### src/rtl/assert_macros.svh
// Assertion macros used by the top level of the shortest path block.
// Depends on a clock named i_clk and an active-low reset named i_rst_n in scope.
`ifndef ASSERT_MACROS_SVH
`define ASSERT_MACROS_SVH

`define ASSERT_CLK(lbl, prop, msg) \
    lbl: assert property (@(posedge i_clk) disable iff (!i_rst_n) prop) else $error(msg);

`define ASSERT_NEVER(lbl, cond, msg) \
    `ASSERT_CLK(lbl, !(cond), msg)

`endif

### src/rtl/dmsp_pkg.sv
// Package of the shortest path block: sizes, command codes and payload structs.
// No dependencies.
`timescale 1ns / 1ps
`default_nettype none

package dmsp_pkg;

    localparam int MAX_VERTICES = 8;
    localparam int WEIGHT_BITS  = 16;
    localparam int DIST_W       = 19;
    localparam int VIDX_W       = $clog2(MAX_VERTICES);
    localparam int CNT_W        = $clog2(MAX_VERTICES + 1);
    localparam int EADDR_W      = 2 * VIDX_W;
    localparam int EDGE_DEPTH   = MAX_VERTICES * MAX_VERTICES;
    localparam int CFG_W        = 4;
    localparam logic [CFG_W-1:0] VCOUNT_RESET = CFG_W'(8);

    localparam logic CMD_LOAD = 1'b0;
    localparam logic CMD_RUN  = 1'b1;

    typedef struct packed {
        logic                   command;
        logic [2:0]             from_vertex;
        logic [2:0]             to_vertex;
        logic [WEIGHT_BITS-1:0] weight;
        logic [2:0]             source;
    } t_request;

    typedef struct packed {
        logic [2:0]        vertex;
        logic [DIST_W-1:0] distance;
        logic              reachable;
        logic              last;
    } t_result;

endpackage

`default_nettype wire

### src/rtl/dmsp_ram.sv
// Generic simple dual-port RAM: one write port, one read port with registered data.
// No dependencies.
`timescale 1ns / 1ps
`default_nettype none

module dmsp_ram #(
    parameter int WIDTH = 16,
    parameter int DEPTH = 64
) (
    input  wire logic                     i_clk,
    input  wire logic                     i_we,
    input  wire logic [$clog2(DEPTH)-1:0] i_waddr,
    input  wire logic [WIDTH-1:0]         i_wdata,
    input  wire logic [$clog2(DEPTH)-1:0] i_raddr,
    output logic      [WIDTH-1:0]         o_rdata
);

    logic [WIDTH-1:0] r_mem [DEPTH];
    logic [WIDTH-1:0] r_rdata;

    always_ff @(posedge i_clk) begin
        if (i_we) begin
            r_mem[i_waddr] <= i_wdata;
        end
        r_rdata <= r_mem[i_raddr];
    end

    assign o_rdata = r_rdata;

endmodule

`default_nettype wire

### src/rtl/dijkstra_matrix_shortest_path.sv
// Top level of the shortest path block: command decoding, round sequencer, memories.
// Depends on dmsp_pkg, dmsp_ram and assert_macros.svh.
//
//   Channel   Signals                                Direction
//   request   start, busy, i_request                 in, accepted on start and not busy
//   result    o_result_valid, o_result               out, one result per vertex of a run
//   config    i_cfg_valid, o_cfg_ready, i_cfg_data   in, vertex count
//
// After reset all 64 entries of the edge memory are cleared with busy high.
// A load request writes the edge memory and leaves busy low.
// A run does a pick and a relax scan per round and then a result scan, with no
// relax when a picked vertex is unreachable; each scan is one read a cycle of the
// distance memory. Results follow one per cycle and cannot be stalled.
`timescale 1ns / 1ps
`default_nettype none

module dijkstra_matrix_shortest_path
    import dmsp_pkg::*;
(
    input  wire logic             i_clk,
    input  wire logic             i_rst_n,
    input  wire logic             start,
    output logic                  busy,
    input  wire t_request         i_request,
    output logic                  o_result_valid,
    output t_result               o_result,
    input  wire logic             i_cfg_valid,
    output logic                  o_cfg_ready,
    input  wire logic [CFG_W-1:0] i_cfg_data
);

    localparam logic [2:0] S_CLEAR = 3'd0;
    localparam logic [2:0] S_IDLE  = 3'd1;
    localparam logic [2:0] S_INIT  = 3'd2;
    localparam logic [2:0] S_PICK  = 3'd3;
    localparam logic [2:0] S_RELAX = 3'd4;
    localparam logic [2:0] S_OUT   = 3'd5;

    logic [2:0]              r_state, n_state;
    logic [CFG_W-1:0]        r_vcount, n_vcount;
    logic [CNT_W-1:0]        r_n, n_n;
    logic [VIDX_W-1:0]       r_source, n_source;
    logic [CNT_W-1:0]        r_scan, n_scan;
    logic                    r_pv, n_pv;
    logic [VIDX_W-1:0]       r_pidx, n_pidx;
    logic [CNT_W-1:0]        r_round, n_round;
    logic [MAX_VERTICES-1:0] r_known, n_known;
    logic [MAX_VERTICES-1:0] r_finite, n_finite;
    logic                    r_fin_found, n_fin_found;
    logic [DIST_W-1:0]       r_fin_dist, n_fin_dist;
    logic [VIDX_W-1:0]       r_fin_idx, n_fin_idx;
    logic [VIDX_W-1:0]       r_last_unv, n_last_unv;
    logic [VIDX_W-1:0]       r_u, n_u;
    logic [DIST_W-1:0]       r_u_dist, n_u_dist;
    logic [EADDR_W-1:0]      r_clr_addr, n_clr_addr;
    logic                    r_out_valid, n_out_valid;
    t_result                 r_out, n_out;

    logic [CNT_W-1:0]       active_n;
    logic                   accept;
    logic                   scan_issue;
    logic [VIDX_W-1:0]      scan_addr;
    logic                   phase_end;
    logic                   last_round;
    logic [VIDX_W-1:0]      chosen;
    logic [DIST_W-1:0]      cand;
    logic                   edge_we;
    logic [EADDR_W-1:0]     edge_waddr;
    logic [WEIGHT_BITS-1:0] edge_wdata;
    logic [WEIGHT_BITS-1:0] edge_rdata;
    logic                   dist_we;
    logic [VIDX_W-1:0]      dist_waddr;
    logic [DIST_W-1:0]      dist_wdata;
    logic [DIST_W-1:0]      dist_rdata;

    dmsp_ram #(
        .WIDTH (WEIGHT_BITS),
        .DEPTH (EDGE_DEPTH)
    ) u_edge_ram (
        .i_clk   (i_clk),
        .i_we    (edge_we),
        .i_waddr (edge_waddr),
        .i_wdata (edge_wdata),
        .i_raddr ({r_u, scan_addr}),
        .o_rdata (edge_rdata)
    );

    dmsp_ram #(
        .WIDTH (DIST_W),
        .DEPTH (MAX_VERTICES)
    ) u_dist_ram (
        .i_clk   (i_clk),
        .i_we    (dist_we),
        .i_waddr (dist_waddr),
        .i_wdata (dist_wdata),
        .i_raddr (scan_addr),
        .o_rdata (dist_rdata)
    );

    always_comb begin
        if (r_vcount == '0) begin
            active_n = CNT_W'(1);
        end else if (r_vcount > CFG_W'(MAX_VERTICES)) begin
            active_n = CNT_W'(MAX_VERTICES);
        end else begin
            active_n = CNT_W'(r_vcount);
        end
    end

    assign busy        = (r_state != S_IDLE);
    assign accept      = start && !busy;
    assign o_cfg_ready = 1'b1;
    assign scan_issue  = (r_scan < r_n);
    assign scan_addr   = r_scan[VIDX_W-1:0];
    assign phase_end   = r_pv && (r_pidx == VIDX_W'(r_n - CNT_W'(1)));
    assign last_round  = ((r_round + CNT_W'(1)) == (r_n - CNT_W'(1)));
    assign cand        = r_u_dist + DIST_W'(edge_rdata);

    assign edge_we    = (r_state == S_CLEAR) || (accept && i_request.command == CMD_LOAD);
    assign edge_waddr = (r_state == S_CLEAR) ? r_clr_addr
                                             : {i_request.from_vertex, i_request.to_vertex};
    assign edge_wdata = (r_state == S_CLEAR) ? '0 : i_request.weight;

    always_comb begin
        n_state     = r_state;
        n_vcount    = r_vcount;
        n_n         = r_n;
        n_source    = r_source;
        n_scan      = r_scan;
        n_pv        = 1'b0;
        n_pidx      = r_pidx;
        n_round     = r_round;
        n_known     = r_known;
        n_finite    = r_finite;
        n_fin_found = r_fin_found;
        n_fin_dist  = r_fin_dist;
        n_fin_idx   = r_fin_idx;
        n_last_unv  = r_last_unv;
        n_u         = r_u;
        n_u_dist    = r_u_dist;
        n_clr_addr  = r_clr_addr;
        n_out_valid = 1'b0;
        n_out       = r_out;
        chosen      = r_last_unv;
        dist_we     = 1'b0;
        dist_waddr  = r_pidx;
        dist_wdata  = cand;

        if (i_cfg_valid) begin
            n_vcount = i_cfg_data;
        end

        if ((r_state == S_PICK || r_state == S_RELAX || r_state == S_OUT) && scan_issue) begin
            n_scan = r_scan + CNT_W'(1);
            n_pv   = 1'b1;
            n_pidx = scan_addr;
        end

        case (r_state)
            S_CLEAR: begin
                n_clr_addr = r_clr_addr + EADDR_W'(1);
                if (r_clr_addr == '1) begin
                    n_state = S_IDLE;
                end
            end
            S_IDLE: begin
                if (accept && i_request.command == CMD_RUN) begin
                    n_n      = active_n;
                    n_source = i_request.source;
                    n_known  = '0;
                    n_finite = '0;
                    if (CNT_W'(i_request.source) < active_n) begin
                        n_finite[i_request.source] = 1'b1;
                    end
                    n_state = S_INIT;
                end
            end
            S_INIT: begin
                dist_we     = 1'b1;
                dist_waddr  = r_source;
                dist_wdata  = '0;
                n_round     = '0;
                n_scan      = '0;
                n_fin_found = 1'b0;
                n_state     = (r_n == CNT_W'(1)) ? S_OUT : S_PICK;
            end
            S_PICK: begin
                if (r_pv && !r_known[r_pidx]) begin
                    n_last_unv = r_pidx;
                    if (r_finite[r_pidx] && (!r_fin_found || dist_rdata <= r_fin_dist)) begin
                        n_fin_found = 1'b1;
                        n_fin_dist  = dist_rdata;
                        n_fin_idx   = r_pidx;
                    end
                end
                if (phase_end) begin
                    chosen          = n_fin_found ? n_fin_idx : n_last_unv;
                    n_u             = chosen;
                    n_u_dist        = n_fin_dist;
                    n_known[chosen] = 1'b1;
                    n_scan          = '0;
                    n_pv            = 1'b0;
                    if (n_fin_found) begin
                        n_state = S_RELAX;
                    end else begin
                        n_round     = r_round + CNT_W'(1);
                        n_fin_found = 1'b0;
                        n_state     = last_round ? S_OUT : S_PICK;
                    end
                end
            end
            S_RELAX: begin
                if (r_pv && !r_known[r_pidx] && edge_rdata != '0
                    && (!r_finite[r_pidx] || cand < dist_rdata)) begin
                    dist_we          = 1'b1;
                    n_finite[r_pidx] = 1'b1;
                end
                if (phase_end) begin
                    n_scan      = '0;
                    n_pv        = 1'b0;
                    n_round     = r_round + CNT_W'(1);
                    n_fin_found = 1'b0;
                    n_state     = last_round ? S_OUT : S_PICK;
                end
            end
            S_OUT: begin
                if (r_pv) begin
                    n_out_valid     = 1'b1;
                    n_out.vertex    = r_pidx;
                    n_out.distance  = r_finite[r_pidx] ? dist_rdata : '0;
                    n_out.reachable = r_finite[r_pidx];
                    n_out.last      = phase_end;
                end
                if (phase_end) begin
                    n_scan  = '0;
                    n_pv    = 1'b0;
                    n_state = S_IDLE;
                end
            end
            default: begin
                n_state = S_IDLE;
            end
        endcase
    end

    always_ff @(posedge i_clk) begin
        if (!i_rst_n) begin
            r_state     <= S_CLEAR;
            r_vcount    <= VCOUNT_RESET;
            r_scan      <= '0;
            r_pv        <= 1'b0;
            r_round     <= '0;
            r_known     <= '0;
            r_finite    <= '0;
            r_fin_found <= 1'b0;
            r_clr_addr  <= '0;
            r_out_valid <= 1'b0;
        end else begin
            r_state     <= n_state;
            r_vcount    <= n_vcount;
            r_scan      <= n_scan;
            r_pv        <= n_pv;
            r_round     <= n_round;
            r_known     <= n_known;
            r_finite    <= n_finite;
            r_fin_found <= n_fin_found;
            r_clr_addr  <= n_clr_addr;
            r_out_valid <= n_out_valid;
        end
    end

    always_ff @(posedge i_clk) begin
        r_n        <= n_n;
        r_source   <= n_source;
        r_pidx     <= n_pidx;
        r_fin_dist <= n_fin_dist;
        r_fin_idx  <= n_fin_idx;
        r_last_unv <= n_last_unv;
        r_u        <= n_u;
        r_u_dist   <= n_u_dist;
        r_out      <= n_out;
    end

    assign o_result_valid = r_out_valid;
    assign o_result       = r_out;

`include "assert_macros.svh"

    `ASSERT_CLK(a_last_ends_run, o_result_valid && o_result.last |=> !o_result_valid,
        "result follows the last result of a run")
    `ASSERT_NEVER(a_relax_known, dist_we && r_state == S_RELAX && r_known[dist_waddr],
        "distance of a visited vertex rewritten")
    `ASSERT_CLK(a_edge_write_idle, edge_we |-> (r_state == S_CLEAR || r_state == S_IDLE),
        "edge memory written during a run")
    `ASSERT_CLK(a_run_goes_busy, accept && i_request.command == CMD_RUN |=> busy,
        "accepted run request did not raise busy")

endmodule

`default_nettype wire
### config.mk
export PLATFORM = sky130hd
export DESIGN_NAME = dijkstra_matrix_shortest_path
export DESIGN_NICKNAME = d
export VERILOG_FILES = /design/src/rtl/dmsp_pkg.sv /design/src/rtl/dmsp_ram.sv /design/src/rtl/dijkstra_matrix_shortest_path.sv
export VERILOG_INCLUDE_DIRS = /design/src /design/src/rtl
export SDC_FILE = /design/constraint.sdc
export NUM_CORES = 1
export LEC_CHECK = 0
export ABC_AREA = 1
export BUFFER_PORTS_ARGS = -buffer_cell sky130_fd_sc_hd__buf_4
export CAP_MARGIN = 0
export CORE_MARGIN = 2
export CORE_UTILIZATION = 35
export DETAILED_ROUTE_END_ITERATION = 10
export HOLD_SLACK_MARGIN = 0.02
export PLACE_DENSITY = 0.52
export SYNTH_ARGS = -nofsm -noshare
export SYNTH_HDL_FRONTEND = slang
export SYNTH_SLANG_ARGS = --single-unit
### constraint.sdc
create_clock -name i_clk -period 4.6 [get_ports i_clk]
set_input_delay 0.46 -clock i_clk [delete_from_list [all_inputs] [get_ports i_clk]]
set_output_delay 0.46 -clock i_clk [all_outputs]
set_load 0.01 [all_outputs]
==> run_results.csv, run 1 <==
group,metric,value,unit
timing,maxSlewViolCount,0,
logic_synthesis,netlist_instances,4436,
timing,hold_viol,0,
timing,skew,0.0213,ns
logic_synthesis,synth_area,54200,sq um
cts,cts_setup_buffers,0,
timing,slew_headroom,12.7,%
pwr,intPower,20100,uW
cts,cts_root_buf,"clkbuf_16",
floorplanning,io_pins,61,
cts,cts_sinks,1332,
pwr,vdd_drop_max,0.325,mV
floorplanning,core-area,154000,sq um
grt,grt_pass1_vias,34400,
timing,finalSetupTns,0,ns
final_layout,seqCellArea,39300,sq um
grt,grt_max_degree,183,
timing,fmax,240,MHz
pwr,switching_power,5630,uW
pwr,pwr-share-seq,53.1,%
routing,dr.pass1.iters,5,
pwr,clkPwrFrac,42.8,%
routing,drc,0,
placed_design,io_buffers,59,
routing,via_per_inst,5.31,
pwr,power.leakage,0.0215,uW
final_layout,drive_above_1_share,10.7,%
routing,drtAntennaViolNets,0,
cts,cts_tree,"built",
cts,cts_buffers,139,
logic_synthesis,synth-seq-area-share,72.5,%
floorplanning,start_util,35.2,%
pwr,power_density,413,nW/um^2
critical_path,worstPathRequired,5.05,ns
logic_synthesis,syn_nets,4534,
cts,htreeDepth,4,
grt,overflow,0,
final_layout,antenna_cells,0,
placed_design,gp_congestion,0.850,
critical_path,critPathCaptureType,"flop",
critical_path,crit_arrival,4.62,ns
floorplanning,die-area,158000,sq um
logic_synthesis,yosysUniqueCellTypes,49,
logic_synthesis,syn_avg_cell_area,12.2,sq um
timing,report.final.setup_viol,0,
final_layout,nNetsFinal,4641,
cts,clock_latency,0.77,ns
final_layout,multi_input_area,13300,sq um
pwr,swShare,21.9,%
grt,grt_antenna_before_repair,5,
routing,wl,156000,um
timing,min_period_over_period,90.6,%
flow_run,cap_violations,0,
timing,worstMarginPinSlew,1.31,ns
critical_path,start_kind,"flop",
placed_design,place.detailed.hpwl,92700,um
hold_path,min_path_type,"primary input to flop",
floorplanning,fp-row-count,144,
logic_synthesis,yosysWarnings,0,
pwr,p_total,25700,uW
timing,rsz0062_at_grt,"false",
routing,wire_per_inst,23.3,um
grt,grt_pass1_wl,231000,um
final_layout,n_fill_cell,14500,
run_status,outcome,"completed",
timing,fin_crit,4.17,ns
final_layout,area_delta_synth_final,15.1,%
critical_path,cp_max_fo,12,
floorplanning,chipWidth,397,um
floorplanning,fp.dieH,397,um
critical_path,critPathKind,"flop to flop",
logic_synthesis,synth-seq-cells,1332,
pwr,combPwrFrac,4.1,%
grt,grt.total_usage,19.6,%
routing,first_iter_violations,3161,
cts,clk_pin_slew,0.06,ns
cts,clock_path_buffers,3,
routing,num_vias,35500,
## layer usage
metal | global-route usage (%) | vias up | routed length (um) | share of wire [%]
li1 | - | 16400 | - | -
met1 | 26.6 | 17900 | 67700 | 43
met2 | 32.6 | 1050 | 76100 | 49
met3 | 2.47 | 215 | 8300 | 5.3
met4 | 6.09 | 0 | 4060 | 2.6
met5 | 0 | - | 0 | 0
## worst max-delay path, stage by stage, from the launching register on
cell	delay [ns]
edfxtp_1	0.37
ha_1	0.23
fa_1	0.41
nand3_1	0.10
nand2_1	0.06
nand2_1	0.08
a21oi_1	0.12
nand2_1	0.08
nand2_1	0.07
a21boi_1	0.22
o21ai_0	0.13
xor2_1	0.23
ha_1	0.28
nand2_1	0.07
inv_1	0.04
o21ai_0	0.14
a21oi_1	0.09
nor2_1	0.09
nand3_1	0.08
nand2_1	0.06
nand3_1	0.10
nand2_1	0.23
nand3_1	0.17
nor2_2	0.17
buf_4	0.23
## state kept, by name (all words and copies together), names as in the netlist, 4 cells and up
name,flops
u_edge_ram.r_mem,1024
u_dist_ram.r_mem,152
o_result,24
r_fin_dist,19
r_u_dist,19
u_dist_ram.o_rdata,19
u_edge_ram.o_rdata,16
r_finite,8
r_known,8
r_clr_addr,6
r_n,4
r_round,4
r_scan,4
r_vcount,4
## layout make-up
type | instances | share of cell area, %
tap | 2044 | 4.10
timing repair buffer | 236 | 3.47
clock buffer | 175 | 5.99
multi-input combinational | 2657 | 21.3
clock inverter | 78 | 1.06
sequential | 1332 | 63.0
inverter | 177 | 1.10
## final timing paths
| path | slack, ns | cells after the start | to | startpoint |
|---|---|---|---|---|
| worst max-delay path | 0.43 | 24 | u_dist_ram.r_mem[1][6] | r_u_dist[0] |
| worst min-delay path | 0.13 | 3 | u_edge_ram.r_mem[43][1] | i_request[4] |
| worst max register to register | 0.43 | 24 | u_dist_ram.r_mem[1][6] | r_u_dist[0] |
| worst min register to register | 0.45 | 2 | r_known[1] | r_known[1] |
## timing repair
item                                    in CTS  in global routing
gates resized for setup                      0                  2
endpoints found under the setup margin       0                 21
hold buffers                                12                  0
hold endpoints to repair                    17                  0
## cells in the mapped netlist (all sizes together)
| cell | instances | area [sq um] |
|---|---|---|
| nand2b | 1 | 6.26 |
| nand2 | 232 | 883 |
| nand3 | 60 | 328 |
| o31ai | 2 | 15.0 |
| nand4 | 12 | 75.1 |
| a21boi | 3 | 22.5 |
| conb | 1 | 3.75 |
| a211oi | 2 | 15.0 |
| a21oi | 63 | 315 |
| ha | 63 | 788 |
| o311ai | 6 | 52.6 |
| inv | 175 | 657 |
| and2 | 2 | 12.5 |
| nor3 | 17 | 106 |
| o32ai | 4 | 35.0 |
| edfxtp | 1257 | 37700 |
| a31oi | 21 | 131 |
| a221oi | 1 | 8.76 |
| xnor2 | 5 | 43.8 |
| nor2 | 992 | 3750 |
| and3 | 1 | 6.26 |
| clkinv | 2 | 7.51 |
| o221ai | 35 | 307 |
| xor2 | 17 | 149 |
| o21bai | 2 | 15.0 |
| clkbuf | 192 | 721 |
| nor4 | 4 | 25.0 |
| or2 | 5 | 31.3 |
| o21a | 3 | 22.5 |
| o211ai | 24 | 180 |
| fa | 1 | 20.0 |
| o21ai | 784 | 3940 |
| buf | 78 | 405 |
| o22ai | 294 | 1840 |
| dfxtp | 75 | 1500 |
## through the flow
step / util, % / area [sq um] / setup WS [ns] / instances / hold slack [ns]
3_5_place_dp: 37.6 / 57800 / 0.410 / 6434 / 0.440
5_1_grt: 40.5 / 62400 / 0.0280 / 6699 / 0.113
2_1_floorplan: - / 54200 / 0.412 / 4436 / 0.430
4_1_cts: 40.5 / 62400 / 0.382 / 6699 / 0.0673
6_report: 40.5 / 62400 / 0.432 / 6699 / 0.127
3_3_place_gp: 37.6 / 57800 / 0.409 / 6434 / 0.438
## power by group through the flow
stage / clock [uW] / sequential, uW / combinational, uW
global placement: 0 / 13900 / 1070
detailed placement: 0 / 13900 / 1070
finish: 11000 / 13700 / 1070
global route: 11700 / 13700 / 1160
CTS: 11200 / 13600 / 1080
floorplan: 0 / 13900 / 516
## logic make-up (layout without fill, tap and decap cells)
family / Yosys count / in the layout / share of synthesized area, %
DFF: 1332 / 1332 / 72.5
and+or+nand+nor: 1326 / 1326 / 9.65
buffers and inverters: 447 / 666 / 3.31
other: 1 / 1 / 0.00692
adders and majority gates: 64 / 64 / 1.49
AOI/OAI and AO/OA: 1244 / 1244 / 12.7
xor gates and xnor gates: 22 / 22 / 0.356
## layout by cell type (no fill, tap or decap), types with 6 or more instances in the layout
cell | netlist | layout
nand3_1 | 56 | 56
a21oi_1 | 63 | 63
o21ai_1 | 59 | 61
buf_12 | 0 | 29
edfxtp_1 | 1257 | 1257
nand2_1 | 227 | 227
bufinv_16 | 0 | 9
ha_1 | 63 | 63
dlygate4sd3_1 | 0 | 12
nand4_1 | 12 | 12
clkbuf_1 | 192 | 27
xor2_1 | 17 | 17
nor2_4 | 1 | 17
inv_6 | 0 | 10
o21ai_0 | 724 | 722
inv_1 | 165 | 161
nor3_1 | 14 | 14
inv_2 | 10 | 10
o221ai_1 | 35 | 35
buf_4 | 5 | 195
a31oi_1 | 21 | 21
o211ai_1 | 24 | 24
clkinv_1 | 2 | 28
nor2_1 | 987 | 955
clkbuf_8 | 0 | 6
dfxtp_1 | 75 | 72
o22ai_1 | 294 | 294
clkinv_2 | 0 | 23
clkinvlp_4 | 0 | 9
nor2_2 | 3 | 19
clkbuf_16 | 0 | 142
o311ai_1 | 6 | 6
No activity file was read; power rests on OpenSTA's default activity.
==> inputs of run 2 (changes only) <==
--- a/config.mk
+++ b/config.mk
@@ -7,5 +7,4 @@
 export NUM_CORES = 1
 export LEC_CHECK = 0
-export ABC_AREA = 1
 export BUFFER_PORTS_ARGS = -buffer_cell sky130_fd_sc_hd__buf_4
 export CAP_MARGIN = 0
==> constraint.sdc (replaced) <==
create_clock -name i_clk -period 4.6 [get_ports i_clk]
set_input_delay 0.46 -clock i_clk [delete_from_list [all_inputs] [get_ports i_clk]]
set_output_delay 0.46 -clock i_clk [all_outputs]
set_load 0.05 [all_outputs]
==> run 2 against run 1 <==
The run now ends with negative setup slack left. Sequential power about the same. Power decreased by 0.17%. Cell area decreased by 0.55%. Synthesized cell count decreased by 42%. Fmax decreased by 12%. Via count decreased by 27%. Global-route usage decreased by 2.4 points. Routed wire length decreased by 15%. Critical path depth decreased by 2. Critical path type unchanged. Final cell count decreased by 26%. Die area decreased by 2.2%. Highest routed layer unchanged.
==> run_results.csv, run 2 <==
group,metric,value,unit
logic_synthesis,synth_area_leaders,"edfxtp_1, mux4_2, dfxtp_1",
timing,fin_crit,4.75,ns
floorplanning,fp.dieH,393,um
critical_path,critPathCaptureType,"flop",
hold_path,min_path_type,"primary input to flop",
final_layout,multi_input_area,13300,sq um
critical_path,crit_arrival,5.22,ns
pwr,power_density,414,nW/um^2
logic_synthesis,yosys.area.top_type,"edfxtp_1",
timing,finalSetupTns,-7.59,ns
cts,cts_root_buf,"clkbuf_16",
pwr,intPower,20200,uW
routing,via_per_inst,5.26,
critical_path,worst-path-buf-inv,3,
pwr,power.leakage,0.0199,uW
placed_design,place.detailed.hpwl,78400,um
timing,hold_viol,0,
final_layout,drive_above_1_share,29.7,%
pwr,pwr-share-seq,53.2,%
critical_path,start_kind,"flop",
timing,maxSlewViolCount,0,
final_layout,largest_reg_flops,1024,
placed_design,pre_cts_ws,-0.148,ns
pwr,swShare,21.4,%
cts,htreeDepth,4,
logic_synthesis,synth-main-ff-cell,"edfxtp_1",
run_status,outcome,"finished, violations left",
cts,clock_latency,0.77,ns
pwr,combPwrFrac,4.5,%
final_layout,n_fill_cell,13100,
timing,report.final.setup_viol,148,
critical_path,slowest_delay,0.41,ns
hold_path,holdCritStartpoint,"i_rst_n",
routing,dr.pass1.iters,6,
critical_path,cpLargestDelayFamily,"compound AO/OA/AOI/OAI gates",
final_layout,layout_commonest_cell,"edfxtp_1",
timing,rsz0062_at_grt,"true",
routing,drc,0,
logic_synthesis,synth_area,53000,sq um
logic_synthesis,synth_edf_count,1257,
timing,setup_slack,-0.154,ns
final_layout,area_delta_synth_final,17.1,%
routing,drtAntennaViolNets,0,
final_layout,final_cell_mix,"edfxtp_1, mux4_2, buf_4, clkbuf_16, nor2_1",
cts,cts_buffers,139,
critical_path,timing.rr.start,"r_u_dist[0]",
final_layout,final_area,62000,sq um
pwr,vdd_drop_max,0.370,mV
logic_synthesis,synth_top_area_share,71.3,%
routing,first_iter_violations,2357,
grt,grt_antenna_before_repair,2,
placed_design,dp.cells,4663,
routing,num_vias,26000,
critical_path,cp_max_fo,6,
cts,clk_pin_slew,0.06,ns
grt,grt_max_degree,65,
logic_synthesis,yosysMostFrequentCell,"edfxtp_1",
timing,skew,0.0220,ns
grt,grt_pass1_wl,190000,um
timing,slew_headroom,23.2,%
logic_synthesis,yosysUniqueCellTypes,68,
pwr,clkPwrFrac,42.3,%
placed_design,postPlaceCellArea,57000,sq um
cts,cts_sinks,1332,
timing,min_period_over_period,103,%
critical_path,worstPathRequired,5.07,ns
timing,worstMarginPinSlew,1.15,ns
logic_synthesis,yosysWarnings,0,
floorplanning,core-area,150000,sq um
final_layout,seqCellArea,39300,sq um
grt,grt_pass1_vias,27200,
critical_path,slowest_stage,"edfxtp_1",
routing,wire_per_inst,26.7,um
floorplanning,io_pins,61,
critical_path,critPathKind,"flop to flop",
logic_synthesis,synth-seq-cells,1332,
floorplanning,fp-row-count,142,
cts,clock_path_buffers,3,
routing,wl,132000,um
logic_synthesis,syn_avg_cell_area,20.7,sq um
final_layout,regMostFlops,"u_edge_ram.r_mem",
logic_synthesis,synth-seq-area-share,74.1,%
timing,fmax,210,MHz
placed_design,io_buffers,59,
final_layout,instances_no_fill,4953,
logic_synthesis,synthTopCellsByCount,"edfxtp_1, mux4_2, nor2_1",
cts,cts_tree,"built",
critical_path,startpoint,"r_u_dist[0]",
critical_path,crit_top_cell,"a21o_1",
placed_design,gp_congestion,0.794,
final_layout,nNetsFinal,2921,
flow_run,cap_violations,0,
floorplanning,start_util,35.3,%
floorplanning,die-area,154000,sq um
logic_synthesis,async_flop_share,0,%
run_status,violations,"negative setup slack",
logic_synthesis,syn_nets,2661,
grt,overflow,0,
logic_synthesis,netlist_instances,2563,
grt,grt.total_usage,17.1,%
pwr,switching_power,5490,uW
floorplanning,chipWidth,393,um
critical_path,worstPathCellList,"ha_4 > fa_2 > a21o_1 > a21oi_2 > nor2b_2 > o41ai_2 > buf_4 > o31ai_4 > a21oi_2 > o21bai_1 > xor2_1 > ha_1 > a21o_1 > a21o_1 > a21oi_2 > nand3_1 > a21o_1 > a31oi_4 > buf_6 > and3_4 > a2bb2oi_4 > clkbuf_16",
[run 2: changes by cell type in the layout (fill, tap and decap cells not counted), sizes merged, moves of 25 or more]
cell and delta:
nor2 -890, o21ai -737, mux4 +374, o22ai -287
nand2 -154, inv -121, and2 +46, o221ai -35
nand3 -34, nor2b +30, a21oi -29, mux2 +25
[run 2: cells by family (layout without fill, tap and decap cells)]
family,Yosys count,count (layout),synth area share [%]
flip-flops,1332,1332,74.1
multiplexers,417,417,16.8
AND/OR/NAND/NOR,349,349,3.25
AO/OA/AOI/OAI,184,184,2.36
buffers and inverters,181,551,1.41
adder cells (fa/ha/maj),64,64,1.53
XOR/XNOR,35,35,0.579
other,1,5,0.00708
[run 2: routing by layer]
metal | track usage, % | share of wire [%] | vias to the layer above
met2 | 28.2 | 49 | 668
met1 | 23.8 | 45 | 14100
met4 | 4.40 | 1.9 | 0
met5 | 0 | 0 | -
met3 | 2.59 | 4.6 | 155
li1 | - | - | 11100
[run 2: metrics by stage]
stage                     utilization, %  hold WS [ns]  power, uW
final                               41.3         0.156      25700
after global routing                41.3         0.124      26500
after CTS                           41.1        0.0835      26000
after floorplan                        -         0.431      14500
after detailed placement            38.0         0.470      15100
after global placement              38.0         0.462      15000
[run 2: path summary, 6_finish.rpt]
kind,cells after the start,end,slack [ns]
max,22,u_dist_ram.r_mem[1][17],-0.15
min reg2reg,1,r_known[0],0.48
min,2,r_finite[7],0.16
max reg2reg,22,u_dist_ram.r_mem[1][17],-0.15
[run 2: timing repair]
action / 4_1_cts / 5_1_grt
gates resized for setup: 15 / 20
hold endpoints to repair: 7 / 0
setup endpoints to repair: 114 / 155
pin swaps: 6 / 13
hold buffers: 12 / 0
gates cloned: 3 / 12
buffers inserted: 10 / 6
[run 2: worst register-to-register path: cells and delay by family (launching register included)]
| kind | cells | cell delay (ns) |
|---|---|---|
| and+or+nand+nor | 3 | 0.35 |
| DFF | 1 | 0.41 |
| xor gates and xnor gates | 1 | 0.15 |
| buffers and inverters | 3 | 0.59 |
| adders and majority gates | 3 | 0.90 |
| AOI/OAI and AO/OA | 12 | 2.11 |
[run 2: area by class of cell]
class                           instances  area share [%]
Clock buffer                          187            6.03
Sequential cell                      1332            63.3
Inverter                               56           0.339
Tap cell                             2016            4.07
Timing Repair Buffer                  244            3.75
Antenna cell                            4          0.0161
Clock inverter                         64            1.03
Multi-Input combinational cell       1050            21.5
[run 2: power groups by stage]
stage / clock [uW] / sequential, uW / combinational [uW]
global route: 11600 / 13700 / 1250
floorplan: 0 / 13900 / 608
global placement: 0 / 13900 / 1120
detailed placement: 0 / 13900 / 1160
CTS: 11100 / 13700 / 1170
finish: 10900 / 13700 / 1160
